--- src/hdl/ssq_pkg.sv ---
// Shared constants, widths and the brush part scale table for the stroke segment quad block.
// No dependencies; every other file in hdl/ refers to this package by scoped names.
package ssq_pkg;

  // Defaults for the top-level parameters.
  localparam int unsigned COORD_WIDTH_DEF = 16;
  localparam int unsigned FRAC_BITS_DEF   = 4;

  // Width of a direction magnitude after range reduction.
  localparam int unsigned NORM_W    = 15;
  // Squared length of a reduced direction vector.
  localparam int unsigned L2_W      = 2 * NORM_W + 1;
  // The length is computed in Q14, so the radicand is the squared length times 2^28.
  localparam int unsigned LEN_SHIFT = 28;
  localparam int unsigned ROOT_W    = 30;
  localparam int unsigned RAD_W     = 2 * ROOT_W;
  localparam int unsigned REM_W     = ROOT_W + 3;
  // Normalization divide: numerator and quotient widths.
  localparam int unsigned NUM_W     = NORM_W + LEN_SHIFT + 1;
  localparam int unsigned QUO_W     = 16;
  // Brush scaling.
  localparam int unsigned SCALE_W   = 9;
  localparam int unsigned BRUSH_W   = 8;
  localparam int unsigned PROD1_W   = QUO_W + SCALE_W;
  localparam int unsigned PROD2_W   = PROD1_W + BRUSH_W;
  localparam int unsigned ROUND_POS = 23;

  localparam logic [BRUSH_W-1:0] BRUSH_RESET = 8'd16;

  typedef enum logic [1:0] {
    PART_TIP    = 2'd0,
    PART_MID    = 2'd1,
    PART_BASE   = 2'd2,
    PART_UNUSED = 2'd3
  } part_e;

  // Brush part scale in Q1.8. The unused code behaves like the base.
  function automatic logic [SCALE_W-1:0] part_scale(input logic [1:0] sel);
    logic [SCALE_W-1:0] s;
    case (part_e'(sel))
      PART_TIP: s = 9'd84;
      PART_MID: s = 9'd172;
      default:  s = 9'd256;
    endcase
    return s;
  endfunction

endpackage

--- src/hdl/ssq_sqrt.sv ---
// Pipelined integer square root, one result bit per stage, with a sideband carried alongside.
// Depends on ssq_pkg for the radicand and root widths.
module ssq_sqrt #(
  parameter int unsigned SIDE_W = 1
) (
  input  logic                          clk_i,
  input  logic                          rst_ni,
  input  logic                          en_i,
  input  logic                          valid_i,
  input  logic [ssq_pkg::L2_W-1:0]      l2_i,
  input  logic [SIDE_W-1:0]             side_i,
  output logic                          valid_o,
  output logic [ssq_pkg::ROOT_W-1:0]    root_o,
  output logic [SIDE_W-1:0]             side_o
);

  localparam int unsigned ROOT_W = ssq_pkg::ROOT_W;
  localparam int unsigned RAD_W  = ssq_pkg::RAD_W;
  localparam int unsigned REM_W  = ssq_pkg::REM_W;

  logic [ROOT_W-1:0] v_q;
  logic [REM_W-1:0]  rem_q  [ROOT_W];
  logic [ROOT_W-1:0] root_q [ROOT_W];
  logic [RAD_W-1:0]  rad_q  [ROOT_W];
  logic [SIDE_W-1:0] side_q [ROOT_W];

  for (genvar k = 0; k < ROOT_W; k++) begin : g_stage
    logic              v_in;
    logic [REM_W-1:0]  rem_in;
    logic [ROOT_W-1:0] root_in;
    logic [RAD_W-1:0]  rad_in;
    logic [SIDE_W-1:0] side_in;
    logic [REM_W-1:0]  rem_t;
    logic [REM_W-1:0]  trial;

    if (k == 0) begin : g_first
      assign v_in    = valid_i;
      assign rem_in  = '0;
      assign root_in = '0;
      assign rad_in  = RAD_W'(l2_i) << ssq_pkg::LEN_SHIFT;
      assign side_in = side_i;
    end else begin : g_next
      assign v_in    = v_q[k-1];
      assign rem_in  = rem_q[k-1];
      assign root_in = root_q[k-1];
      assign rad_in  = rad_q[k-1];
      assign side_in = side_q[k-1];
    end

    // Bring down the next two radicand bits and try the next root bit.
    assign rem_t = {rem_in[REM_W-3:0], rad_in[RAD_W-1 -: 2]};
    assign trial = {1'b0, root_in, 2'b01};

    always_ff @(posedge clk_i or negedge rst_ni) begin
      if (!rst_ni) begin
        v_q[k] <= 1'b0;
      end else if (en_i) begin
        v_q[k] <= v_in;
      end
    end

    always_ff @(posedge clk_i) begin
      if (en_i) begin
        if (rem_t >= trial) begin
          rem_q[k]  <= rem_t - trial;
          root_q[k] <= {root_in[ROOT_W-2:0], 1'b1};
        end else begin
          rem_q[k]  <= rem_t;
          root_q[k] <= {root_in[ROOT_W-2:0], 1'b0};
        end
        rad_q[k]  <= rad_in << 2;
        side_q[k] <= side_in;
      end
    end
  end

  assign valid_o = v_q[ROOT_W-1];
  assign root_o  = root_q[ROOT_W-1];
  assign side_o  = side_q[ROOT_W-1];

endmodule

--- config.mk ---
export PLATFORM = sky130hd
export DESIGN_NAME = ssq_sqrt
export DESIGN_NICKNAME = d
export VERILOG_FILES = /design/src/hdl/ssq_pkg.sv /design/src/hdl/ssq_sqrt.sv
export SDC_FILE = /design/constraint.sdc
export NUM_CORES = 2
export LEC_CHECK = 0
export ABC_AREA = 1
export ABC_CLOCK_PERIOD_IN_PS = 2200
export BUFFER_PORTS_ARGS = -buffer_cell sky130_fd_sc_hd__buf_2
export CAP_MARGIN = 20
export CORE_MARGIN = 8
export CORE_UTILIZATION = 55
export DETAILED_ROUTE_END_ITERATION = 10
export PLACE_DENSITY = 0.73
export SYNTH_ARGS = -nofsm -noshare
export SYNTH_HDL_FRONTEND = slang
export SYNTH_SLANG_ARGS = --single-unit
--- constraint.sdc ---
create_clock -name clk_i -period 2.2 [get_ports clk_i]
set_input_delay 0.11 -clock clk_i [delete_from_list [all_inputs] [get_ports clk_i]]
set_output_delay 0.11 -clock clk_i [all_outputs]
set_load 0.01 [all_outputs]
==> metrics.txt <==
critical path capture point type flip-flop; Tmin final 2.45 ns; CTS clk-pin slew, worst paths 0.07 ns; Mapped Nets 13900; reg2reg start rem_q[1][297]; First-pass DRT Iterations 10; setup ws final -0.247 ns; Final Instance Area around 140000 um2; vias in the first global route ~97000; Post-DP Area approximately 120000 um2; WP data arrival between 3 and 4 ns; largest cells by area after synthesis edfxtp_1, nand2_1, inv_1, ha_1, nor2_1; Final setup viols ~420; initial DRC count between 10000 and 15000; Critical Path RT approximately 2.9 ns; register area between 40000 and 50000 um2; die height 449 um; final hold viol count 0; syn_area_per_cell about 7.7 um2; status finished with violations; dominant synthesized flop cell edfxtp_1; CP Max Fanout 4; maximum vdd drop 0.838 mV; routed len/inst approximately 20 um; number of core rows ~160; Finished Layout Cells around 19000; Max Fclk between 400 and 500 MHz; Synth Warn # 0; period utilization 1.11; worst-margin pin slew between 0.8 and 0.9 ns; initial antenna violation count 6; Seq/Total Area, Yosys 0.465; commonest non-fill, non-tap cell in the layout nand2_1; Post-synth EDFFs between 1500 and 2000; Num CTS Buffers around 180; gr usage total 0.324; HPWL Detailed between 200000 and 300000 um; pwr/cell area around 840 nW/um2; NumNets Final 16600; largest net degree at the start of global routing 150; Multi-input gate area 55800 um2; die area between 200000 and 250000 um2; synthesized area a little over 100000 um2; Slew headroom 0.433; fillers 12300; port bufs 67; critical path startpoint rem_q[1][297]; H-tree level count 4; max_cap viols 0; TNS Setup -33.14 ns; drt total wl 382000 um; Synth area leader edfxtp_1; CP Launch Type flip-flop; worst skew pair latency 0.84 ns; Root Driver clkbuf_16; CTS tree done; die width 449 um; CTS Buffer Depth 3; Num Clock Sinks about 1600; post-route ant nets 0; synth-to-layout area growth 40.2%; most frequent cells in the layout nand2_1, buf_4, inv_1, edfxtp_1, nor2_1; gr ovfl total 0; Post-Syn Instances roughly 13000; Setup CP Type reg2reg; Leak Pwr roughly 70 nW; post-synthesis register bit count ~1600; ys async rst share 0.0187; routability congestion estimate approximately 0.99; max-slew violation count 0; global-route wire length before repair around 530000 um; vias per std cell ~5.6; clock skew between 0.03 and 0.04 ns; placed insts about 18000; DRC viols 0; Min-Delay Path Class in2async; vias post-DR around 100k; violated checks setup timing; Yosys cell types 57; I/O pin total 68; fraction of layout cells with a size suffix above 1 0.322; top cell type's share of synthesized area 0.458; RSZ-0062 raised after global routing true; Core Region approximately 190000 um2; starting density of the core 0.551
==> critical path: stages (launching register included) <==
cell and delay (ns):
edfxtp_1 0.61, ha_4 0.23, inv_2 0.04, fa_2 0.37
inv_2 0.11, nand3_4 0.11, nand3_4 0.12, nand2_1 0.09
nand2_2 0.14, buf_4 0.13, xor2_1 0.18, nand2_1 0.09
nand2_2 0.09
==> power by group <==
group | switching, W | internal [W] | leakage [nW] | total, W
logic | 0.0281 | 0.0212 | 50.6 | 0.0492
clock network | 0.0131 | 0.0168 | 2.72 | 0.0299
registers | 0.00389 | 0.0389 | 15.2 | 0.0428
==> synthesized netlist by cell type (5+ instances only) <==
master / count
a21boi_0: 10
a21o_1: 5
a21oi_1: 369
a21oi_2: 11
and2_1: 29
and3_1: 21
buf_2: 35
buf_4: 38
buf_6: 18
clkbuf_1: 40
dfrtp_1: 30
edfxtp_1: 1570
fa_1: 13
ha_1: 467
inv_1: 2565
inv_2: 8
nand2_1: 4359
nand2_2: 14
nand3_1: 879
nand3_2: 7
nand3b_1: 84
nand4_1: 260
nor2_1: 1366
nor2_2: 21
nor2_4: 7
nor3_1: 181
nor3_2: 5
nor3b_1: 10
nor4_1: 9
nor4_4: 5
o21a_1: 7
o21ai_0: 459
o21ai_1: 66
o21ai_2: 10
o21bai_1: 30
or2_0: 5
or2_2: 30
xnor2_1: 102
xor2_1: 230
==> metrics by stage <==
step	hold WS (ns)	power, W	worst slack (ns)	utilization
detailed placement	0.204	0.0805	-0.324	0.646
global placement	0.182	0.0799	-0.308	0.646
global route	0.0426	0.127	-0.297	0.772
floorplan	-0.186	0.0624	0.00286	-
finish	0.0345	0.122	-0.247	0.772
CTS	0.0112	0.113	-0.0702	0.710
==> timing repair <==
item	in CTS	in global routing
pin swaps	156	559
resized for setup	788	2190
setup buffers	192	353
setup endpoints to repair	722	828
cloned	21	50
hold buffers	65	0
endpoints found under the hold margin	75	0
==> registers in the layout, summed over array words and instances, names as in the netlist <==
signal and cells:
side_q 30, root_q 465, valid_o 1, rem_q 836, rad_q 240, g_stage.v_in 29
==> kinds of logic (layout without fill, tap and decap cells) <==
logic type,count (synthesis),after routing,share of synthesized area
buffers and inverters,2713,5550,0.102
other,0,3,0
DFF,1601,1601,0.465
adders and majority gates,480,480,0.0592
and+or+nand+nor,7313,7319,0.296
xor gates and xnor gates,332,332,0.0282
AOI/OAI and AO/OA,973,973,0.0494
==> worst paths after layout <==
path | end | slack (ns) | cells past startpoint
setup / recovery | rem_q[1][340] | -0.25 | 12
max in group asynchronous | g_stage[17].v_in | 1.67 | 2
min in group clk_i | rad_q[0][28] | 0.07 | 2
hold / removal | g_stage[28].v_in | 0.03 | 2
setup reg to reg | rem_q[1][340] | -0.25 | 12
hold reg to reg | rad_q[0][226] | 0.42 | 0
==> layer usage <==
metal  share of wire  GRT usage  wire (um)  up-vias
li1                -          -          -    48300
met1            0.38      0.411     143000    49000
met4           0.067      0.138      25500        2
met3           0.080     0.0445      30600     1795
met2            0.48      0.557     182000     5894
met5        0.000034          0         13        -
==> layout make-up <==
type	instances	area share
Tap cell	2495	0.0216
Sequential cell	1601	0.332
Clock buffer	207	0.0313
Clock inverter	110	0.00817
Timing Repair inverter	1	0.0000607
Inverter	2574	0.0674
Multi-Input combinational cell	9104	0.387
Timing Repair Buffer	2658	0.153
Antenna cell	3	0.0000520
(Power assumes the default switching activity.)
