==> src/hdl/ssq_pkg.sv <==
// Shared constants, widths and the brush part scale table for the stroke segment quad block.
// No dependencies; every other file in hdl/ refers to this package by scoped names.
package ssq_pkg;

  // Defaults for the top-level parameters.
  localparam int unsigned COORD_WIDTH_DEF = 16;
  localparam int unsigned FRAC_BITS_DEF   = 4;

  // Width of a direction magnitude after range reduction.
  localparam int unsigned NORM_W    = 15;
  // Squared length of a reduced direction vector.
  localparam int unsigned L2_W      = 2 * NORM_W + 1;
  // The length is computed in Q14, so the radicand is the squared length times 2^28.
  localparam int unsigned LEN_SHIFT = 28;
  localparam int unsigned ROOT_W    = 30;
  localparam int unsigned RAD_W     = 2 * ROOT_W;
  localparam int unsigned REM_W     = ROOT_W + 3;
  // Normalization divide: numerator and quotient widths.
  localparam int unsigned NUM_W     = NORM_W + LEN_SHIFT + 1;
  localparam int unsigned QUO_W     = 16;
  // Brush scaling.
  localparam int unsigned SCALE_W   = 9;
  localparam int unsigned BRUSH_W   = 8;
  localparam int unsigned PROD1_W   = QUO_W + SCALE_W;
  localparam int unsigned PROD2_W   = PROD1_W + BRUSH_W;
  localparam int unsigned ROUND_POS = 23;

  localparam logic [BRUSH_W-1:0] BRUSH_RESET = 8'd16;

  typedef enum logic [1:0] {
    PART_TIP    = 2'd0,
    PART_MID    = 2'd1,
    PART_BASE   = 2'd2,
    PART_UNUSED = 2'd3
  } part_e;

  // Brush part scale in Q1.8. The unused code behaves like the base.
  function automatic logic [SCALE_W-1:0] part_scale(input logic [1:0] sel);
    logic [SCALE_W-1:0] s;
    case (part_e'(sel))
      PART_TIP: s = 9'd84;
      PART_MID: s = 9'd172;
      default:  s = 9'd256;
    endcase
    return s;
  endfunction

endpackage

==> src/hdl/ssq_offset.sv <==
// Three-stage brush scaling: normal times part scale, times brush size, then rounding and sign.
// Depends on ssq_pkg for widths.
module ssq_offset #(
  parameter int unsigned FRAC_BITS = ssq_pkg::FRAC_BITS_DEF,
  parameter int unsigned SIDE_W    = 1,
  parameter int unsigned OFS_W     = 12 + FRAC_BITS
) (
  input  logic                              clk_i,
  input  logic                              rst_ni,
  input  logic                              en_i,
  input  logic                              valid_i,
  input  logic [ssq_pkg::QUO_W-1:0]         norm_i [2],
  input  logic [1:0]                        neg_i,
  input  logic [ssq_pkg::SCALE_W-1:0]       scale_i,
  input  logic [ssq_pkg::BRUSH_W-1:0]       brush_i,
  input  logic [SIDE_W-1:0]                 side_i,
  output logic                              valid_o,
  output logic signed [OFS_W-1:0]           ofs_o [2],
  output logic [SIDE_W-1:0]                 side_o
);

  localparam int unsigned PROD1_W = ssq_pkg::PROD1_W;
  localparam int unsigned PROD2_W = ssq_pkg::PROD2_W;
  localparam int unsigned SUM_W   = PROD2_W + FRAC_BITS + 1;
  localparam int unsigned MAG_W   = SUM_W - ssq_pkg::ROUND_POS;

  logic [2:0]          v_q;
  logic [PROD1_W-1:0]  p1_q [2];
  logic [PROD2_W-1:0]  p2_q [2];
  logic [1:0]          neg1_q, neg2_q;
  logic [SIDE_W-1:0]   side1_q, side2_q, side3_q;
  logic signed [OFS_W-1:0] ofs_q [2];

  always_ff @(posedge clk_i or negedge rst_ni) begin
    if (!rst_ni) begin
      v_q <= '0;
    end else if (en_i) begin
      v_q <= {v_q[1:0], valid_i};
    end
  end

  always_ff @(posedge clk_i) begin
    logic [SUM_W-1:0] sum;
    logic [MAG_W-1:0] mag;
    if (en_i) begin
      neg1_q  <= neg_i;
      neg2_q  <= neg1_q;
      side1_q <= side_i;
      side2_q <= side1_q;
      side3_q <= side2_q;
      for (int l = 0; l < 2; l++) begin
        p1_q[l] <= PROD1_W'(norm_i[l]) * PROD1_W'(scale_i);
        p2_q[l] <= PROD2_W'(p1_q[l]) * PROD2_W'(brush_i);
        // Round half up on the magnitude, then apply the sign.
        sum = (SUM_W'(p2_q[l]) << FRAC_BITS) + (SUM_W'(1) << (ssq_pkg::ROUND_POS - 1));
        mag = sum[SUM_W-1:ssq_pkg::ROUND_POS];
        if (neg2_q[l]) begin
          ofs_q[l] <= -$signed(OFS_W'(mag));
        end else begin
          ofs_q[l] <= $signed(OFS_W'(mag));
        end
      end
    end
  end

  assign valid_o = v_q[2];
  assign ofs_o   = ofs_q;
  assign side_o  = side3_q;

endmodule

==> config.mk <==
export PLATFORM = sky130hd
export DESIGN_NAME = ssq_offset
export DESIGN_NICKNAME = d
export VERILOG_FILES = /design/src/hdl/ssq_pkg.sv /design/src/hdl/ssq_offset.sv
export SDC_FILE = /design/constraint.sdc
export NUM_CORES = 2
export LEC_CHECK = 0
export BUFFER_PORTS_ARGS = -buffer_cell sky130_fd_sc_hd__buf_2
export CAP_MARGIN = 20
export CORE_MARGIN = 5
export CORE_UTILIZATION = 35
export DETAILED_ROUTE_END_ITERATION = 6
export SLEW_MARGIN = 20
export SYNTH_ARGS = -nofsm -noshare
export SYNTH_HDL_FRONTEND = slang
export SYNTH_SLANG_ARGS = --single-unit
==> constraint.sdc <==
create_clock -name clk_i -period 4.5 [get_ports clk_i]
set_input_delay 0.225 -clock clk_i [delete_from_list [all_inputs] [get_ports clk_i]]
set_output_delay 0.225 -clock clk_i [all_outputs]
set_load 0.02 [all_outputs]
==> summary by stage <==
Run
Max-cap violations in this run came to 0.

Place
Detailed placement finished with a half-perimeter wire length of 49.51 mm. At the end of routability-driven placement, the weighted congestion stood at between 0.8 and 0.9. Once placement completed, the tool counted placed cells totaling 4,054. In this run the tool buffered the top-level ports with 89 buffer cells.

Finish
The count of filler cells inserted in the layout is 7,107. The sequential cell area is 3649 sq um. The layout overhead on the synthesized area is 24.09%. Leaving out fill and tap cells, the most frequent cells in the layout are 506 x sky130_fd_sc_hd__inv_1, 457 x sky130_fd_sc_hd__fa_1, 406 x sky130_fd_sc_hd__and2_1. The final net count is 3,900. The area of the multi-input gates is between 20,000 and 25,000 sq um. The library cell used most frequently in the layout, excluding fill and tap cells, is sky130_fd_sc_hd__inv_1. The final standard cell count with taps included and fillers excluded is 4,152. Cells with a size suffix above 1 make up between 20% and 30% of the layout.

Logic synthesis
The net count of the mapped netlist is 3,485. The fraction of registers with async set or reset after synthesis is 2.459%. The synthesized area is 25,850 sq um. In this run, synthesis produced a sequential element count of roughly 120.

The warning count from the yosys run is 0. The number of different library cells in the post-synthesis netlist is 76. Summing the sequential cell areas from Yosys gives 14.12% of the chip area. Counting flops with a built-in enable in the synthesized netlist gives ~120. A synthesized cell averages between 9 and 10 sq um. In the synthesized netlist, the number of instances is ~2,800.

For this run, the leading register cell type out of synthesis is sky130_fd_sc_hd__edfxtp_1.

Setup path
The critical-path cell with the highest stage delay is sky130_fd_sc_hd__fa_2. In this run the worst path has a maximum fanout of 4. The category of cells accounting for the largest share of critical-path delay is adder cells.

The kind of launch point of the worst setup path is a register. The nature of the critical path endpoint is a register. The critical path goes through buf_6, and2_4, fa_1, fa_2, fa_2, fa_2, ha_4, a21o_1, a221o_1, or3b_1, a31oi_2, o31ai_2, xor2_1. By instance count, the cell type seen most on the critical path is sky130_fd_sc_hd__fa_2. The critical setup path kind is reg2reg.

Together, buffers and inverters on the worst path number 1. The data arrival time of the critical path is 4.90 ns. For the worst setup path, the data required time is 4.67 ns.

The critical path's largest stage delay is between 0.6 and 0.7 ns.

Timing
Between clock sinks in the finished design, the worst skew comes to 0.01116 ns. The remaining max-slew budget at the tightest pin is 36.30%. Derived from the worst setup path, the maximum achievable clock frequency is 211.7 MHz. The total negative slack is -1.212 ns. The pin slew with the least headroom to its limit is 0.9555 ns. The final max-slew violation count was 0. The ratio of final minimum period to clock period is 105.0%. Setup repair after global routing could not meet its margin everywhere. The total of endpoints with negative setup slack in the final report is 17. The final hold violation count was 0. The worst-case setup margin in the final layout is -0.2241 ns. The shortest period the worst path allows is 4.724 ns. Hold timing on the final database bottoms out at a slack of 0.1039 ns.

Global routing
The met2 demand-to-capacity share in global routing is 25.00%. The initial antenna violation count came to 4. The layer flagged by global routing as most heavily used is met2. The maximum number of pins on one net before global-route repair is 74. The wire length of the first global-routing pass is 102.2 mm.

Global routing consumed, over all layers together, 15.35% of the routing resources. For this run, global-route usage on met3 was measured as 2.053%. The met1 track demand over resource in global routing is 22.50%. The via count of the first global-routing pass is 20,590. Summed over all layers, the global routing overflow is 0.

Floorplanning
The die outline area is 79,380 sq um. The die is 281.7 um tall. The placeable core region is 73,080 sq um. The initial utilization of the core area, before any placement, comes to 35.37%. The count of boundary I/O pins is 90. In this run the horizontal extent of the chip is about 280 um. The floorplan has 99 rows.

Detailed routing
Dividing the detail-routed wire length by the instance count gives 14.32 um. The via count is 19,360. The first detailed-routing pass took 5 iterations. The antenna violation net count after detailed routing is 0. The violation count after the first detailed-routing iteration is 971. After detailed routing, the number of remaining DRC violations is 0. The post-detailed-route via-to-cell ratio is 4.663. Wires add up to 59.45 mm.

CTS
The TritonCTS buffer count is 17. The longest clock path from root to sink contains 2 buffers. The root buffer selected by CTS is sky130_fd_sc_hd__clkbuf_16. For this design, the sink count on the clock tree is 122.

Clock-pin slew was measured on the worst setup and hold paths at 0.06 ns. The clock insertion delay at the later pin of the skew report is roughly 0.44 ns. The count of H-tree levels built during CTS is 4. TritonCTS built the clock tree.

Worst hold path
The type of the most critical hold path is in2async.

Outcome
The checks that failed: negative setup slack. The run finished, with violations left.
==> registers in the layout (all words and copies together) (netlist names) <==
signal	cells
neg2_q	2
p2_q	30
side2_q	1
side1_q	1
v_q	3
side_o	1
neg1_q	2
p1_q	50
ofs_o	32
==> repair_timing <==
action	4_1_cts	5_1_grt
buffers inserted	25	37
endpoints found under the hold margin	7	0
pin swaps	56	93
hold buffers	5	0
setup endpoints to repair	28	45
gates resized for setup	82	128
==> cell usage after synthesis, drive strengths merged (29+ instances only) <==
master / n / share of area, %
a21oi: 71 / 1.4
edfxtp: 119 / 14
clkbuf: 95 / 1.4
and2: 451 / 11
nor2: 69 / 1.0
ha: 194 / 9.4
fa: 472 / 37
inv: 514 / 7.5
nand3: 30 / 0.60
xnor2: 93 / 3.2
o21ai: 50 / 0.97
nand2: 307 / 4.5
xor2: 29 / 0.98
==> cell families (layout without fill, tap and decap cells) <==
logic type,count (synthesis),after routing,synth area share [%]
other,0,2,0
AOI/OAI and AO/OA,259,259,6.589
DFF,122,122,14.12
xor gates and xnor gates,122,122,4.134
and+or+nand+nor,954,954,19.41
adders and majority gates,666,666,45.95
buffers and inverters,625,1053,9.178
muxes,15,15,0.6196
==> cell type report <==
cell class	instances	share of cell area, %
Multi-Input combinational cell	2016	64.66
Timing Repair Buffer	507	12.17
Sequential cell	122	11.38
Inverter	514	6.016
Tap cell	959	3.741
Clock buffer	18	1.338
Clock inverter	14	0.6827
Antenna cell	2	0.01560
==> layer usage <==
| layer | wire [um] | share of wire [%] | vias up |
|---|---|---|---|
| met5 | 21 | 0.035 | - |
| met4 | 482 | 0.81 | 4 |
| met3 | 2245 | 3.8 | 35 |
| met2 | 27380 | 46 | 306 |
| met1 | 29320 | 49 | 9612 |
| li1 | - | - | 9405 |
==> through the flow <==
stage	utilization [%]	instance area, sq um	setup slack [ns]
after floorplan	-	25930	-0.02105
after global placement	41.01	29970	-0.3975
after detailed placement	41.01	29970	-0.4521
after CTS	42.75	31240	-0.1588
after global routing	43.88	32070	-0.3852
final	43.88	32070	-0.2241
==> worst paths after layout <==
check	start	end	slack, ns	cells past startpoint
worst max-delay path	p1_q[0][17]	p2_q[0][30]	-0.22	13
worst min-delay path	rst_ni	v_q[2]	0.10	2
worst max register to register	p1_q[0][17]	p2_q[0][30]	-0.22	13
worst min register to register	side2_q	side_o	0.42	0
max in group asynchronous	rst_ni	v_q[1]	4.29	2
min in group clk_i	norm_i[0]	p1_q[0][25]	0.23	2
==> worst register-to-register path: stages, from the launching register on <==
cell	delay, ns
sky130_fd_sc_hd__edfxtp_1	0.45
sky130_fd_sc_hd__buf_6	0.16
sky130_fd_sc_hd__and2_4	0.15
sky130_fd_sc_hd__fa_1	0.51
sky130_fd_sc_hd__fa_2	0.61
sky130_fd_sc_hd__fa_2	0.44
sky130_fd_sc_hd__fa_2	0.60
sky130_fd_sc_hd__ha_4	0.21
sky130_fd_sc_hd__a21o_1	0.17
sky130_fd_sc_hd__a221o_1	0.33
sky130_fd_sc_hd__or3b_1	0.39
sky130_fd_sc_hd__a31oi_2	0.21
sky130_fd_sc_hd__o31ai_2	0.09
sky130_fd_sc_hd__xor2_1	0.14
Power is not shown: default switching activity piles up to over one toggle a cycle in this logic, so the estimate is an artifact.
