--- config.mk ---
export PLATFORM = sky130hd
export DESIGN_NAME = ssq_div
export DESIGN_NICKNAME = d
export VERILOG_FILES = /design/src/hdl/ssq_pkg.sv /design/src/hdl/ssq_div.sv
export SDC_FILE = /design/constraint.sdc
export NUM_CORES = 2
export LEC_CHECK = 0
export ABC_CLOCK_PERIOD_IN_PS = 5500
export BUFFER_PORTS_ARGS = -buffer_cell sky130_fd_sc_hd__clkbuf_2
export CAP_MARGIN = 20
export CORE_ASPECT_RATIO = 0.8
export CORE_UTILIZATION = 27
export CTS_CLUSTER_SIZE = 25
export DETAILED_ROUTE_END_ITERATION = 12
export PLACE_DENSITY_LB_ADDON = 0.08
export SLEW_MARGIN = 10
export SYNTH_ARGS = -nofsm -noshare
export SYNTH_HDL_FRONTEND = slang
export SYNTH_SLANG_ARGS = --single-unit
--- constraint.sdc ---
create_clock -name clk_i -period 5.5 [get_ports clk_i]
set_clock_uncertainty 0.15 [all_clocks]
set_input_delay 1.1 -clock clk_i [delete_from_list [all_inputs] [get_ports clk_i]]
set_output_delay 1.1 -clock clk_i [all_outputs]
set_load 0.03 [all_outputs]
--- src/hdl/ssq_pkg.sv ---
// Shared constants, widths and the brush part scale table for the stroke segment quad block.
// No dependencies; every other file in hdl/ refers to this package by scoped names.
package ssq_pkg;

  // Defaults for the top-level parameters.
  localparam int unsigned COORD_WIDTH_DEF = 16;
  localparam int unsigned FRAC_BITS_DEF   = 4;

  // Width of a direction magnitude after range reduction.
  localparam int unsigned NORM_W    = 15;
  // Squared length of a reduced direction vector.
  localparam int unsigned L2_W      = 2 * NORM_W + 1;
  // The length is computed in Q14, so the radicand is the squared length times 2^28.
  localparam int unsigned LEN_SHIFT = 28;
  localparam int unsigned ROOT_W    = 30;
  localparam int unsigned RAD_W     = 2 * ROOT_W;
  localparam int unsigned REM_W     = ROOT_W + 3;
  // Normalization divide: numerator and quotient widths.
  localparam int unsigned NUM_W     = NORM_W + LEN_SHIFT + 1;
  localparam int unsigned QUO_W     = 16;
  // Brush scaling.
  localparam int unsigned SCALE_W   = 9;
  localparam int unsigned BRUSH_W   = 8;
  localparam int unsigned PROD1_W   = QUO_W + SCALE_W;
  localparam int unsigned PROD2_W   = PROD1_W + BRUSH_W;
  localparam int unsigned ROUND_POS = 23;

  localparam logic [BRUSH_W-1:0] BRUSH_RESET = 8'd16;

  typedef enum logic [1:0] {
    PART_TIP    = 2'd0,
    PART_MID    = 2'd1,
    PART_BASE   = 2'd2,
    PART_UNUSED = 2'd3
  } part_e;

  // Brush part scale in Q1.8. The unused code behaves like the base.
  function automatic logic [SCALE_W-1:0] part_scale(input logic [1:0] sel);
    logic [SCALE_W-1:0] s;
    case (part_e'(sel))
      PART_TIP: s = 9'd84;
      PART_MID: s = 9'd172;
      default:  s = 9'd256;
    endcase
    return s;
  endfunction

endpackage

--- src/hdl/ssq_div.sv ---
// Pipelined two-lane restoring divider that turns both direction magnitudes into unit normal
// components (Q2.14, rounded). Depends on ssq_pkg for widths.
module ssq_div #(
  parameter int unsigned SIDE_W = 1
) (
  input  logic                          clk_i,
  input  logic                          rst_ni,
  input  logic                          en_i,
  input  logic                          valid_i,
  input  logic [ssq_pkg::ROOT_W-1:0]    len_i,
  input  logic [ssq_pkg::NORM_W-1:0]    mag_i [2],
  input  logic [SIDE_W-1:0]             side_i,
  output logic                          valid_o,
  output logic [ssq_pkg::QUO_W-1:0]     quo_o [2],
  output logic [SIDE_W-1:0]             side_o
);

  localparam int unsigned ROOT_W = ssq_pkg::ROOT_W;
  localparam int unsigned NUM_W  = ssq_pkg::NUM_W;
  localparam int unsigned QUO_W  = ssq_pkg::QUO_W;

  // Numerator stage.
  logic              v0_q;
  logic [ROOT_W-1:0] len0_q;
  logic [NUM_W-1:0]  num0_q [2];
  logic [SIDE_W-1:0] side0_q;

  always_ff @(posedge clk_i or negedge rst_ni) begin
    if (!rst_ni) begin
      v0_q <= 1'b0;
    end else if (en_i) begin
      v0_q <= valid_i;
    end
  end

  always_ff @(posedge clk_i) begin
    if (en_i) begin
      len0_q  <= len_i;
      side0_q <= side_i;
      for (int l = 0; l < 2; l++) begin
        num0_q[l] <= (NUM_W'(mag_i[l]) << ssq_pkg::LEN_SHIFT) + NUM_W'(len_i >> 1);
      end
    end
  end

  // One quotient bit per stage. The quotient is known to fit QUO_W bits, so the partial
  // remainder starts from the numerator bits above the quotient field.
  logic [QUO_W-1:0]  v_q;
  logic [ROOT_W-1:0] len_q  [QUO_W];
  logic [ROOT_W-1:0] rem_q  [QUO_W][2];
  logic [QUO_W-1:0]  low_q  [QUO_W][2];
  logic [QUO_W-1:0]  quo_q  [QUO_W][2];
  logic [SIDE_W-1:0] side_q [QUO_W];

  for (genvar k = 0; k < QUO_W; k++) begin : g_stage
    logic              v_in;
    logic [ROOT_W-1:0] len_in;
    logic [ROOT_W-1:0] rem_in  [2];
    logic [QUO_W-1:0]  low_in  [2];
    logic [QUO_W-1:0]  quo_in  [2];
    logic [SIDE_W-1:0] side_in;

    if (k == 0) begin : g_first
      assign v_in    = v0_q;
      assign len_in  = len0_q;
      assign side_in = side0_q;
      for (genvar l = 0; l < 2; l++) begin : g_lane
        assign rem_in[l] = ROOT_W'(num0_q[l][NUM_W-1:QUO_W]);
        assign low_in[l] = num0_q[l][QUO_W-1:0];
        assign quo_in[l] = '0;
      end
    end else begin : g_next
      assign v_in    = v_q[k-1];
      assign len_in  = len_q[k-1];
      assign side_in = side_q[k-1];
      for (genvar l = 0; l < 2; l++) begin : g_lane
        assign rem_in[l] = rem_q[k-1][l];
        assign low_in[l] = low_q[k-1][l];
        assign quo_in[l] = quo_q[k-1][l];
      end
    end

    always_ff @(posedge clk_i or negedge rst_ni) begin
      if (!rst_ni) begin
        v_q[k] <= 1'b0;
      end else if (en_i) begin
        v_q[k] <= v_in;
      end
    end

    always_ff @(posedge clk_i) begin
      logic [ROOT_W:0] rem_t;
      if (en_i) begin
        len_q[k]  <= len_in;
        side_q[k] <= side_in;
        for (int l = 0; l < 2; l++) begin
          rem_t = {rem_in[l], low_in[l][QUO_W-1]};
          if (rem_t >= {1'b0, len_in}) begin
            rem_q[k][l] <= ROOT_W'(rem_t - {1'b0, len_in});
            quo_q[k][l] <= {quo_in[l][QUO_W-2:0], 1'b1};
          end else begin
            rem_q[k][l] <= ROOT_W'(rem_t);
            quo_q[k][l] <= {quo_in[l][QUO_W-2:0], 1'b0};
          end
          low_q[k][l] <= low_in[l] << 1;
        end
      end
    end
  end

  assign valid_o = v_q[QUO_W-1];
  assign quo_o   = quo_q[QUO_W-1];
  assign side_o  = side_q[QUO_W-1];

endmodule

==> results.yml <==
clock_network:
  clock-sinks: 1718
  clockBufferDepth: 4
  path_clk_slew_ns: 0.07
  h-tree-depth: 4
  numCtsBuffers: 211
  cts_tree: "built"
  cts-hold-fix-buffers: 1
  insertion_delay_ns: 0.92
  cts_resized: 0
  postCtsSetupBuffers: 0
  cts_root_buffer: "clkbuf_16"
timing:
  setup_violations: 0
  tightest_slew_ns: 1.18
  fin_tns_setup_ns: 0
  setup_ws_ns: 0.339
  fmax_mhz: 194
  rsz0062_at_grt: "no"
  slew_headroom: 0.204
  holdWs_ns: 0.203
  period_share: 0.938
  period_minus_slack_ns: 5.16
  hold_viol_final: 0
  slew_violations: 0
job:
  cap_violations: 0
min_path:
  hold_path_startpoint: "len_i[19]"
  hold_end: "g_stage[0].len_in[19]$_DFFE_PP_"
  hold_depth: 1
  worstHoldPathType: "in2reg"
setup_path:
  timing.rr.start: "len_q[0][182]$_DFFE_PP_"
  critical_path_required_ns: 5.96
  criticalPathCategory: "reg2reg"
  regToRegSetupSlack_ns: 0.34
  critPathArrivalTime_ns: 5.62
  crit_path_end_kind: "flip-flop"
  startpoint: "len_q[0][182]$_DFFE_PP_"
  critPathMaxFanout: 25
  regToRegEndpoint: "rem_q[0][426]$_DFFE_PP_"
  worstSetupStartpointType: "flip-flop"
  worst-r2r-cell-count: 12
synthesis:
  synthTopCellsByCount: "edfxtp_1, ha_1, nand2_1"
  synth_top_area_cell: "edfxtp_1"
  netlist_area_um2: 108000
  synth-edff-count: 1700
  yosys.cell_count.top_type: "edfxtp_1"
  yosys.cell_types.count: 84
  ys_ff_latch: 1718
  avgSynthCellArea_um2: 10.5
  netlist_instances: 10200
  synth_top_area_share: 0.474
  ys_top_cells_by_area: "edfxtp_1, ha_1, a21oi_1"
  synth_fp_nets: 11200
  ys_seq_area_frac: 0.479
  synthArstFlopShare: 0.00990
  yosys_warnings: 0
  synthFlopType: "edfxtp_1"
floorplanning:
  core_um2: 395000
  die_area_um2: 401000
  std_cell_rows: 206
  die-height_um: 567
  die_x_um: 708
  ioPinCount: 99
  start_util: 0.272
global_route:
  overflow: 0
  grt_antenna_before_repair: 28
  grt_max_degree: 142
  track_usage: 0.176
  grt_pass1_vias: 75400
  grt_pass1_wl_um: 526000
finish:
  fillers: 40500
  final_nets: 11400
  drive_gt1_frac: 0.0871
  final_cells: 15900
  fin_util: 0.310
  area_growth_pct: 13.7
detailed_routing:
  viasPerCell: 4.94
  final_antenna_net_count: 0
  vias: 78500
  drc: 0
  wl_per_cell_um: 23.0
  totalWireLength_um: 366000
  drt-pass1-iter-count: 6
  first_iter_violations: 6742
place:
  dp_cells: 15500
  place_congestion: 0.893
  pre_cts_slack_ns: 0.392
  dp_hpwl_um: 292000
  io_buffers: 98
run_status:
  outcome: "complete, no violations"
power:
  vdd_ir_drop_max_v: 0.000259
  power.leakage_nw: 48.6
  p_per_area_nw_per_um2: 593
==> critical path, stage by stage, from the launching register on <==
cell	delay, ns
edfxtp_1	0.69
inv_1	0.18
ha_1	0.40
o21a_1	0.20
o31a_1	0.12
o31a_1	0.30
o41ai_4	0.44
o21ai_1	0.31
a221o_1	0.44
or2_1	0.25
a221o_1	0.36
a21oi_4	0.61
mux2_1	0.40
==> power breakdown <==
part	switching [W]	internal (W)	total (W)
logic	0.0202	0.0143	0.0345
registers	0.00358	0.0202	0.0238
clock network	0.00602	0.00822	0.0142
==> per-layer routing <==
metal  vias up  global-route usage  share of wire
met5         -                   0              0
met4         0              0.0305          0.016
met3       298              0.0280          0.054
met2      1825               0.267           0.43
met1     38200               0.265           0.50
li1      38200                   -              -
==> metrics by stage <==
step                      cell area (um2)  power (W)
final                              122000     0.0725
after global routing               122000     0.0778
after CTS                          122000     0.0733
after detailed placement           115000     0.0584
after global placement             115000     0.0585
after floorplan                    108000     0.0464
==> registers in the layout (all words and copies together), names as in the netlist <==
name and cells:
num0_q 32, valid_o 1, rem_q 900, side_q 16
g_stage.v_in 16, g_stage.side_in 1, len_q 450, quo_q 272
g_stage.len_in 30
==> cell families after synthesis <==
kind of cell,after synthesis,synth area share
fa+ha+maj,963,0.114
compound gates,3045,0.175
simple gates,2478,0.108
buf+inv,961,0.0339
mux,278,0.0289
flops,1718,0.479
xor+xnor,759,0.0618
==> worst max path at each step <==
stage / slack [ns] / cells after the start / endpoint
6_report: 0.34 / 12 / rem_q[0][426]$_DFFE_PP_
4_1_cts: 0.39 / 12 / rem_q[0][426]$_DFFE_PP_
3_5_place_dp: 0.39 / 13 / rem_q[0][431]$_DFFE_PP_
3_3_place_gp: 0.43 / 12 / rem_q[0][446]$_DFFE_PP_
2_1_floorplan: 1.46 / 5 / quo_q[1][192]$_DFFE_PP_
5_1_grt: 0.14 / 13 / rem_q[0][435]$_DFFE_PP_
==> cell usage in the layout, fill, tap and decap left out, types with 97 or more instances in the layout <==
| master | instances |
|---|---|
| a21o_1 | 523 |
| a21oi_1 | 881 |
| buf_4 | 129 |
| clkbuf_16 | 214 |
| clkbuf_2 | 97 |
| edfxtp_1 | 1700 |
| ha_1 | 934 |
| inv_1 | 689 |
| mux2_2 | 256 |
| nand2_1 | 897 |
| nand2b_1 | 135 |
| nand3_1 | 167 |
| nand4_1 | 143 |
| nor2_1 | 576 |
| nor2b_1 | 133 |
| nor3_1 | 118 |
| o21a_1 | 117 |
| o21ai_0 | 834 |
| o21bai_1 | 111 |
| xnor2_1 | 424 |
| xor2_1 | 335 |
==> cell type report <==
class | count | area (um2) | share of cell area
well taps | 5304 | 6640 | 0.0542
inverters | 689 | 2590 | 0.0211
repair buffers | 249 | 1900 | 0.0156
multi-input cells | 7523 | 52800 | 0.431
diodes | 6 | 15.0 | 0.000123
flip-flops and latches | 1718 | 51500 | 0.421
clock buffers | 241 | 5460 | 0.0446
clock inverters | 143 | 1460 | 0.0119
No activity file was read; power rests on OpenSTA's default activity.
